File: config.mk
export PLATFORM = sky130hd
export DESIGN_NAME = segment_endpoint_clip_to_box
export DESIGN_NICKNAME = d
export VERILOG_FILES = /design/src/sv/secb_pkg.sv /design/src/sv/secb_front.sv /design/src/sv/secb_back.sv /design/src/sv/segment_endpoint_clip_to_box.sv
export SDC_FILE = /design/constraint.sdc
export NUM_CORES = 2
export LEC_CHECK = 0
export BUFFER_PORTS_ARGS = -buffer_cell sky130_fd_sc_hd__clkbuf_2
export CORE_MARGIN = 2
export CORE_UTILIZATION = 58
export DETAILED_ROUTE_END_ITERATION = 10
export HOLD_SLACK_MARGIN = 0.02
export PLACE_DENSITY = 0.78
export SYNTH_ARGS = -nofsm -noshare
export SYNTH_HDL_FRONTEND = slang
export SYNTH_HIERARCHICAL = 1
export SYNTH_SLANG_ARGS = --single-unit
File: constraint.sdc
create_clock -name i_clk -period 15.1 [get_ports i_clk]
set_clock_uncertainty 0.2 [all_clocks]
set_input_delay 1.51 -clock i_clk [delete_from_list [all_inputs] [get_ports i_clk]]
set_output_delay 1.51 -clock i_clk [all_outputs]
set_load 0.005 [all_outputs]
File: src/sv/secb_pkg.sv
// Package for the segment end-point clip block.
// Holds the item and result types, clip bounds and the back-end state codes.
`timescale 1ns / 1ps

package secb_pkg;

    localparam logic signed [31:0] CLIP_LO = -32'sd32752;   // -0x7FF0
    localparam logic signed [31:0] CLIP_HI = 32'sd32751;    //  0x7FEF
    localparam logic [31:0]        LEN_FORCE = 32'hFFFF_FFFF;
    localparam int                 FIFO_DEPTH = 4;

    typedef struct packed {
        logic [31:0] sx;      // start points, sign extended
        logic [31:0] sy;
        logic [31:0] sz;
        logic [31:0] ex;
        logic [31:0] ey;
        logic [31:0] ez;
        logic [31:0] len;
        logic        force_len;
    } t_item;

    typedef struct packed {
        logic [15:0] clip_x;
        logic [15:0] clip_y;
        logic [15:0] clip_z;
        logic [31:0] len_out;
        logic        div_zero;
    } t_result;

    typedef enum logic [3:0] {
        ST_IDLE,
        ST_AXIS,
        ST_MUL,
        ST_DIVI,
        ST_DIV,
        ST_WB,
        ST_SQ,
        ST_ACC,
        ST_ROOT,
        ST_LEN,
        ST_DONE
    } t_state;

    function automatic logic [31:0] asr4(input logic [31:0] v);
        asr4 = {{4{v[31]}}, v[31:4]};
    endfunction

endpackage

File: src/sv/secb_front.sv
// Front end of the clip block: accepts items, classifies them and queues them.
// Depends on secb_pkg.
`timescale 1ns / 1ps

module secb_front (
    input  logic                 i_clk,
    input  logic                 i_rst_n,
    input  logic                 i_push,
    output logic                 o_full,
    input  logic [15:0]          i_start_x,
    input  logic [15:0]          i_start_y,
    input  logic [15:0]          i_start_z,
    input  logic [31:0]          i_end_x,
    input  logic [31:0]          i_end_y,
    input  logic [31:0]          i_end_z,
    input  logic [31:0]          i_len_in,
    output logic                 o_valid,
    input  logic                 i_take,
    output secb_pkg::t_item      o_item
);

    secb_pkg::t_item r_mem [secb_pkg::FIFO_DEPTH];
    logic [1:0] r_wp, r_rp;
    logic [2:0] r_cnt;
    logic       w_wr, w_rd;
    secb_pkg::t_item w_new;

    assign o_full  = (r_cnt == 3'(secb_pkg::FIFO_DEPTH));
    assign o_valid = (r_cnt != 3'd0);
    assign w_wr    = i_push && !o_full;
    assign w_rd    = i_take && o_valid;
    assign o_item  = r_mem[r_rp];

    always_comb begin
        w_new.sx = {{16{i_start_x[15]}}, i_start_x};
        w_new.sy = {{16{i_start_y[15]}}, i_start_y};
        w_new.sz = {{16{i_start_z[15]}}, i_start_z};
        w_new.ex = i_end_x;
        w_new.ey = i_end_y;
        w_new.ez = i_end_z;
        w_new.len = i_len_in;
        w_new.force_len = (i_len_in == secb_pkg::LEN_FORCE);
    end

    always_ff @(posedge i_clk) begin
        if (w_wr) begin
            r_mem[r_wp] <= w_new;
        end
    end

    always_ff @(posedge i_clk) begin
        if (!i_rst_n) begin
            r_wp  <= '0;
            r_rp  <= '0;
            r_cnt <= '0;
        end else begin
            if (w_wr) r_wp <= r_wp + 2'd1;
            if (w_rd) r_rp <= r_rp + 2'd1;
            r_cnt <= r_cnt + 3'(w_wr) - 3'(w_rd);
        end
    end

endmodule

File: src/sv/secb_back.sv
// Back end of the clip block: per-axis clip with a shared multiplier and
// radix-2 divider, then a digit-serial square root; holds one result.
// Depends on secb_pkg.
`timescale 1ns / 1ps

module secb_back (
    input  logic                 i_clk,
    input  logic                 i_rst_n,
    input  logic                 i_valid,
    output logic                 o_take,
    input  secb_pkg::t_item      i_item,
    output logic                 o_empty,
    input  logic                 i_pop,
    output secb_pkg::t_result    o_res
);

    secb_pkg::t_state r_state, n_state;

    logic [31:0] r_s [3];
    logic [31:0] r_c [3];
    logic [31:0] r_len;
    logic        r_force, r_dz, r_clip;
    logic [1:0]  r_a, r_k;
    logic [31:0] r_mul, r_den, r_prod, r_sum;
    logic [31:0] r_dvd, r_dvs;
    logic [31:0] r_rem;
    logic        r_neg;
    logic [4:0]  r_cnt;
    logic [31:0] r_sv;
    logic [15:0] r_root;
    logic [17:0] r_srem;
    logic        r_out_valid;
    secb_pkg::t_result r_res;

    logic [31:0] w_old, w_sa, w_ck, w_sk, w_bound, w_d;
    logic        w_lo, w_hi, w_clip_now;
    logic [1:0]  w_nk, w_first_k;
    logic        w_last_k, w_out_free, w_need_len;
    logic [32:0] w_rem_sh;
    logic [19:0] w_srem_sh, w_trial;
    logic [31:0] w_q;

    assign w_out_free = !r_out_valid || i_pop;
    assign w_need_len = r_clip || r_force;

    always_comb begin
        w_old = r_c[0];
        w_sa  = r_s[0];
        unique case (r_a)
            2'd1:    begin w_old = r_c[1]; w_sa = r_s[1]; end
            2'd2:    begin w_old = r_c[2]; w_sa = r_s[2]; end
            default: begin w_old = r_c[0]; w_sa = r_s[0]; end
        endcase
        w_ck = r_c[0];
        w_sk = r_s[0];
        unique case (r_k)
            2'd1:    begin w_ck = r_c[1]; w_sk = r_s[1]; end
            2'd2:    begin w_ck = r_c[2]; w_sk = r_s[2]; end
            default: begin w_ck = r_c[0]; w_sk = r_s[0]; end
        endcase
        w_lo = $signed(w_old) < secb_pkg::CLIP_LO;
        w_hi = $signed(w_old) > secb_pkg::CLIP_HI;
        w_clip_now = w_lo || w_hi;
        w_bound = w_lo ? secb_pkg::CLIP_LO : secb_pkg::CLIP_HI;
        w_first_k = (r_a == 2'd0) ? 2'd1 : 2'd0;
        // next other axis, skipping the one being clipped
        w_nk = r_k + 2'd1;
        if (w_nk == r_a) w_nk = w_nk + 2'd1;
        w_last_k = (r_k == 2'd2) || (r_k == 2'd1 && r_a == 2'd2);
        w_d = secb_pkg::asr4(w_ck - w_sk);
        w_rem_sh  = {r_rem, r_dvd[31]};
        w_srem_sh = {r_srem, r_sv[31:30]};
        w_trial   = {2'b00, r_root, 2'b01};
        w_q = r_neg ? (32'd0 - r_dvd) : r_dvd;
    end

    always_comb begin
        n_state = r_state;
        unique case (r_state)
            secb_pkg::ST_IDLE: if (i_valid) n_state = secb_pkg::ST_AXIS;
            secb_pkg::ST_AXIS: begin
                if (w_clip_now) n_state = secb_pkg::ST_MUL;
                else if (r_a == 2'd2) n_state = secb_pkg::ST_SQ;
            end
            secb_pkg::ST_MUL:  n_state = secb_pkg::ST_DIVI;
            secb_pkg::ST_DIVI: begin
                if (r_den != 32'd0) n_state = secb_pkg::ST_DIV;
                else if (!w_last_k) n_state = secb_pkg::ST_MUL;
                else if (r_a == 2'd2) n_state = secb_pkg::ST_SQ;
                else n_state = secb_pkg::ST_AXIS;
            end
            secb_pkg::ST_DIV:  if (r_cnt == 5'd31) n_state = secb_pkg::ST_WB;
            secb_pkg::ST_WB: begin
                if (!w_last_k) n_state = secb_pkg::ST_MUL;
                else if (r_a == 2'd2) n_state = secb_pkg::ST_SQ;
                else n_state = secb_pkg::ST_AXIS;
            end
            secb_pkg::ST_SQ:   n_state = w_need_len ? secb_pkg::ST_ACC : secb_pkg::ST_DONE;
            secb_pkg::ST_ACC:  n_state = (r_k == 2'd2) ? secb_pkg::ST_ROOT : secb_pkg::ST_SQ;
            secb_pkg::ST_ROOT: if (r_cnt == 5'd15) n_state = secb_pkg::ST_LEN;
            secb_pkg::ST_LEN:  n_state = secb_pkg::ST_DONE;
            secb_pkg::ST_DONE: if (w_out_free) n_state = secb_pkg::ST_IDLE;
            default:           n_state = secb_pkg::ST_IDLE;
        endcase
    end

    always_comb begin
        o_take  = (r_state == secb_pkg::ST_IDLE) && i_valid;
        o_empty = !r_out_valid;
        o_res   = r_res;
    end

    always_ff @(posedge i_clk) begin
        if (!i_rst_n) begin
            r_state     <= secb_pkg::ST_IDLE;
            r_out_valid <= 1'b0;
        end else begin
            r_state <= n_state;
            if (r_state == secb_pkg::ST_DONE && w_out_free) r_out_valid <= 1'b1;
            else if (i_pop) r_out_valid <= 1'b0;
        end
    end

    always_ff @(posedge i_clk) begin
        unique case (r_state)
            secb_pkg::ST_IDLE: begin
                r_s[0] <= i_item.sx;  r_s[1] <= i_item.sy;  r_s[2] <= i_item.sz;
                r_c[0] <= i_item.ex;  r_c[1] <= i_item.ey;  r_c[2] <= i_item.ez;
                r_len <= i_item.len;
                r_force <= i_item.force_len;
                r_dz <= 1'b0;
                r_clip <= 1'b0;
                r_a <= 2'd0;
            end
            secb_pkg::ST_AXIS: begin
                if (w_clip_now) begin
                    r_c[r_a] <= w_bound;
                    r_mul <= secb_pkg::asr4(w_bound - w_sa);
                    r_den <= secb_pkg::asr4(w_old - w_sa);
                    r_clip <= 1'b1;
                    r_k <= w_first_k;
                end else if (r_a == 2'd2) begin
                    r_k <= 2'd0;
                    r_sum <= '0;
                end else begin
                    r_a <= r_a + 2'd1;
                end
            end
            secb_pkg::ST_MUL: r_prod <= 32'((w_ck - w_sk) * r_mul);
            secb_pkg::ST_DIVI: begin
                if (r_den != 32'd0) begin
                    r_dvd <= r_prod[31] ? (32'd0 - r_prod) : r_prod;
                    r_dvs <= r_den[31] ? (32'd0 - r_den) : r_den;
                    r_rem <= '0;
                    r_neg <= r_prod[31] ^ r_den[31];
                    r_cnt <= '0;
                end else begin
                    r_c[r_k] <= w_sk;
                    r_dz <= 1'b1;
                    if (!w_last_k) r_k <= w_nk;
                    else if (r_a == 2'd2) begin r_k <= 2'd0; r_sum <= '0; end
                    else r_a <= r_a + 2'd1;
                end
            end
            secb_pkg::ST_DIV: begin
                // one quotient bit per cycle, shifted into the dividend register
                if (w_rem_sh >= {1'b0, r_dvs}) begin
                    r_rem <= 32'(w_rem_sh - {1'b0, r_dvs});
                    r_dvd <= {r_dvd[30:0], 1'b1};
                end else begin
                    r_rem <= w_rem_sh[31:0];
                    r_dvd <= {r_dvd[30:0], 1'b0};
                end
                r_cnt <= r_cnt + 5'd1;
            end
            secb_pkg::ST_WB: begin
                r_c[r_k] <= w_q + w_sk;
                if (!w_last_k) r_k <= w_nk;
                else if (r_a == 2'd2) begin r_k <= 2'd0; r_sum <= '0; end
                else r_a <= r_a + 2'd1;
            end
            secb_pkg::ST_SQ:  r_prod <= 32'(w_d * w_d);
            secb_pkg::ST_ACC: begin
                r_sum <= r_sum + r_prod;
                r_k <= r_k + 2'd1;
                if (r_k == 2'd2) begin
                    r_sv <= r_sum + r_prod;
                    r_root <= '0;
                    r_srem <= '0;
                    r_cnt <= '0;
                end
            end
            secb_pkg::ST_ROOT: begin
                // two radicand bits per cycle
                if (w_srem_sh >= w_trial) begin
                    r_srem <= 18'(w_srem_sh - w_trial);
                    r_root <= {r_root[14:0], 1'b1};
                end else begin
                    r_srem <= w_srem_sh[17:0];
                    r_root <= {r_root[14:0], 1'b0};
                end
                r_sv <= {r_sv[29:0], 2'b00};
                r_cnt <= r_cnt + 5'd1;
            end
            secb_pkg::ST_LEN: r_len <= {12'd0, r_root, 4'd0};
            secb_pkg::ST_DONE: begin
                if (w_out_free) begin
                    r_res.clip_x   <= r_c[0][15:0];
                    r_res.clip_y   <= r_c[1][15:0];
                    r_res.clip_z   <= r_c[2][15:0];
                    r_res.len_out  <= r_len;
                    r_res.div_zero <= r_dz;
                end
            end
            default: ;
        endcase
    end

endmodule

File: src/sv/segment_endpoint_clip_to_box.sv
// Top level of the segment end-point clip block.
// Depends on secb_pkg, secb_front and secb_back.
//
// Usage:
//   Input channel: drive start/end/len on i_* ports with i_push; an item
//   transfers on a clock edge with i_push high and o_full low. A four-entry
//   queue takes items back to back until it is full while the back end is busy.
//   Result channel: while o_empty is low the result ports hold the oldest
//   result; it transfers on an edge with i_pop high.
//   Timing: the back end runs one item at a time. An unclipped item with a
//   given length passes the take, three axis checks, a length step and the
//   result write; each clipped axis adds two 32-step divides, each with
//   multiply, setup and write-back (only multiply and setup when the divisor
//   is zero), and a length recompute adds three squares and a 16-step root.
//   The result register frees in the cycle it is popped, so a stalled
//   receiver only holds the back end, while the queue keeps accepting until full.
//   Reset (i_rst_n low, synchronous) empties queue and result register.
`timescale 1ns / 1ps

module segment_endpoint_clip_to_box (
    input  logic        i_clk,
    input  logic        i_rst_n,
    input  logic        i_push,
    output logic        o_full,
    input  logic [15:0] i_start_x,
    input  logic [15:0] i_start_y,
    input  logic [15:0] i_start_z,
    input  logic [31:0] i_end_x,
    input  logic [31:0] i_end_y,
    input  logic [31:0] i_end_z,
    input  logic [31:0] i_len_in,
    output logic        o_empty,
    input  logic        i_pop,
    output logic [15:0] o_clip_x,
    output logic [15:0] o_clip_y,
    output logic [15:0] o_clip_z,
    output logic [31:0] o_len_out,
    output logic        o_div_zero
);

    logic              w_valid, w_take;
    secb_pkg::t_item   w_item;
    secb_pkg::t_result w_res;

    secb_front u_front (
        .i_clk     (i_clk),
        .i_rst_n   (i_rst_n),
        .i_push    (i_push),
        .o_full    (o_full),
        .i_start_x (i_start_x),
        .i_start_y (i_start_y),
        .i_start_z (i_start_z),
        .i_end_x   (i_end_x),
        .i_end_y   (i_end_y),
        .i_end_z   (i_end_z),
        .i_len_in  (i_len_in),
        .o_valid   (w_valid),
        .i_take    (w_take),
        .o_item    (w_item)
    );

    secb_back u_back (
        .i_clk   (i_clk),
        .i_rst_n (i_rst_n),
        .i_valid (w_valid),
        .o_take  (w_take),
        .i_item  (w_item),
        .o_empty (o_empty),
        .i_pop   (i_pop),
        .o_res   (w_res)
    );

    assign o_clip_x   = w_res.clip_x;
    assign o_clip_y   = w_res.clip_y;
    assign o_clip_z   = w_res.clip_z;
    assign o_len_out  = w_res.len_out;
    assign o_div_zero = w_res.div_zero;

endmodule
==> results.cfg <==
[status]
status = finished clean

[sta]
drv_slew = 0
fin_tns_setup_ns = 0
fin_crit_ns = 14.55
fin_crit_sh_pct = 96.3
max_freq_mhz = 68.8
finalSetupViolations = 0
tightest_slew_ns = 1.27
slew_headroom_pct = 14.2
final-hold-violation-count = 0
holdWs_ns = 0.221

[floorplan]
io_pins = 263
dieArea_um2 = 160000
rows = 145
die_y_um = 400
die_w_um = 400
start_util_pct = 58.2
core_um2 = 156000

[yosys]
syn_inst = 7540
yosysTopAreaCell = edfxtp_1
synth_top_area_share_pct = 43.2
syn_area_per_cell_um2 = 12.0
ys_ff_latch = 1319
syn_area_um2 = 90800
synth_edf_count = 1305
synth-main-ff-cell = edfxtp_1
async_flop_share_pct = 0
ys_types = 84
yosys_warnings = 6
synth_nets = 8985
yosys-top-cells-area = edfxtp_1 (43%), fa_1 (17%), ha_1 (6.7%)
synth_seq_area_share_pct = 43.5

[clock_network]
cts_tree = done
path_clk_slew_ns = 0.08
clock-sinks = 1319
hold_buffers = 0
clock_latency_ns = 0.76
root_buffer = clkbuf_16
h-tree-depth = 3
cts_buffer_depth = 3
cts_buffers = 119

[cells_and_area]
layout_common_cells = edfxtp_1 (1305), inv_1 (1098), fa_1 (779)
final_cell_count_no_fill = 9885
regArea_um2 = 39500
syn_to_final_growth_pct = 8.59
nFillCells = 11440
fin_util_pct = 63.2
final_layout_size_suffix_gt1_share_pct = 12.3
nets = 9160
multi_input_area_um2 = 45900
final_common_cell = edfxtp_1

[worst_hold_path]
min_path_type = flip-flop to flip-flop

[routing]
routedWlPerCell_um = 25.3
drc = 0
vias_per_cell = 6.09
drtIter0Drc = 6329
first_pass_iters = 6
vias = 60172
ant_nets = 0
wirelength_um = 250000

[critical_path]
r2r_slack_ns = 0.55
crit_fanout = 24
endpoint_kind = flip-flop
path_class = flip-flop to flip-flop
slowest_stage = fa_1
crit_required_ns = 15.47
slowest_delay_ns = 0.54
worstSetupStartpointType = flip-flop
arrival_ns = 14.92

[placed_design]
place_congestion = 0.993
port_buffers = 262
dp_cells = 9643
hpwl_um = 181000

[run]
cap_violations = 0

[global_routing]
grt_pass1_vias = 61671
grt.overflow.total = 0
grt_pass1_wl_um = 377000
grt_usage_pct = 31.7
grt_max_degree = 125
antenna_found_initial = 14
## what timing repair did
item	4_1_cts	5_1_grt
gates cloned	0	0
resized for setup	2	12
setup buffers	0	9
pin swaps	0	2
setup endpoints to repair	1	1
## layout make-up
type / count / share of cell area, %
multi-input combinational: 4768 / 46.5
sequential: 1319 / 40.1
inverter: 1105 / 4.21
clock buffer: 146 / 3.15
tap: 2058 / 2.61
timing repair buffer: 402 / 2.48
clock inverter: 79 / 0.933
antenna: 8 / 0.0203
## metrics by stage
step	cell area, µm²	setup slack, ns
after floorplan	90800	0.341
after global placement	94300	0.220
after detailed placement	94300	-0.0625
after CTS	98400	0.0295
after global routing	98500	-0.0232
final	98600	0.555
## final timing paths
kind                  endpoint        startpoint  depth (start not counted)
min reg2reg   u_back/o_res[25]  u_back/r_len[24]                          0
min           u_back/o_res[25]  u_back/r_len[24]                          0
max reg2reg  u_back/r_prod[31]     u_back/r_k[0]                         55
max          u_back/r_prod[31]     u_back/r_k[0]                         55
## cells by family after synthesis
family / Yosys count / share of synthesized area (%)
DFF: 1319 / 43.5
and+or+nand+nor: 1801 / 9.11
other: 1 / 0.00413
adders and majority gates: 1269 / 23.9
xor gates and xnor gates: 378 / 3.83
muxes: 348 / 6.42
buffers and inverters: 1453 / 6.38
AOI/OAI and AO/OA: 971 / 6.84
## flip-flops by register name, indices dropped and copies added, names as in the netlist, 28 cells and up, named ones only
name / cells
u_back/r_sum: 32
u_back/r_c: 96
u_back/r_mul: 28
u_back/r_sv: 32
u_front/r_mem: 708
u_back/r_den: 28
u_back/r_dvs: 29
u_back/r_len: 32
u_back/r_dvd: 32
u_back/o_res: 81
u_back/r_rem: 32
u_back/r_s: 96
u_back/r_prod: 32
## Yosys cell counts (9+ instances only)
library cell / count
and3_1: 25
a22oi_1: 104
mux4_2: 177
o31ai_1: 35
a21boi_0: 26
a221o_1: 21
nand2_1: 691
buf_2: 23
or3_1: 33
nand2b_1: 67
clkbuf_1: 236
mux2i_1: 65
nand3b_1: 9
xnor2_1: 266
xnor3_1: 10
a22o_1: 9
buf_1: 22
nor3_1: 69
inv_1: 1100
a21o_1: 45
and2_1: 201
buf_6: 16
nand3_1: 47
or4_1: 17
nand4_1: 27
nor2_1: 482
dfxtp_1: 14
ha_1: 486
o41ai_1: 20
o21ai_1: 13
edfxtp_1: 1305
a21oi_1: 207
o211ai_1: 14
o21ai_0: 281
xor2_1: 100
fa_1: 779
a31oi_1: 26
o21bai_1: 37
nor2b_1: 87
nor4_1: 16
a211oi_1: 29
mux2_2: 106
o21a_1: 35
buf_4: 51
## metal layers
layer / track usage, % / part of all wire (%) / vias up
li1: - / - / 26018
met1: 41.1 / 38 / 30397
met2: 51.5 / 47 / 3088
met3: 6.61 / 9.5 / 655
met4: 14.9 / 5.5 / 14
met5: 0 / 0.034 / -
## worst max-delay path, delay by kind of cell, from the launching register on
kind                       cells  cell delay (ns)
buffers and inverters          8             0.89
xor gates and xnor gates      20             5.02
and+or+nand+nor                6             1.04
DFF                            1             0.46
AOI/OAI and AO/OA             10             2.32
adders and majority gates     10             4.26
muxes                          1             0.14
Power is not shown: default switching activity piles up to over one toggle a cycle in this logic, so the estimate is an artifact.
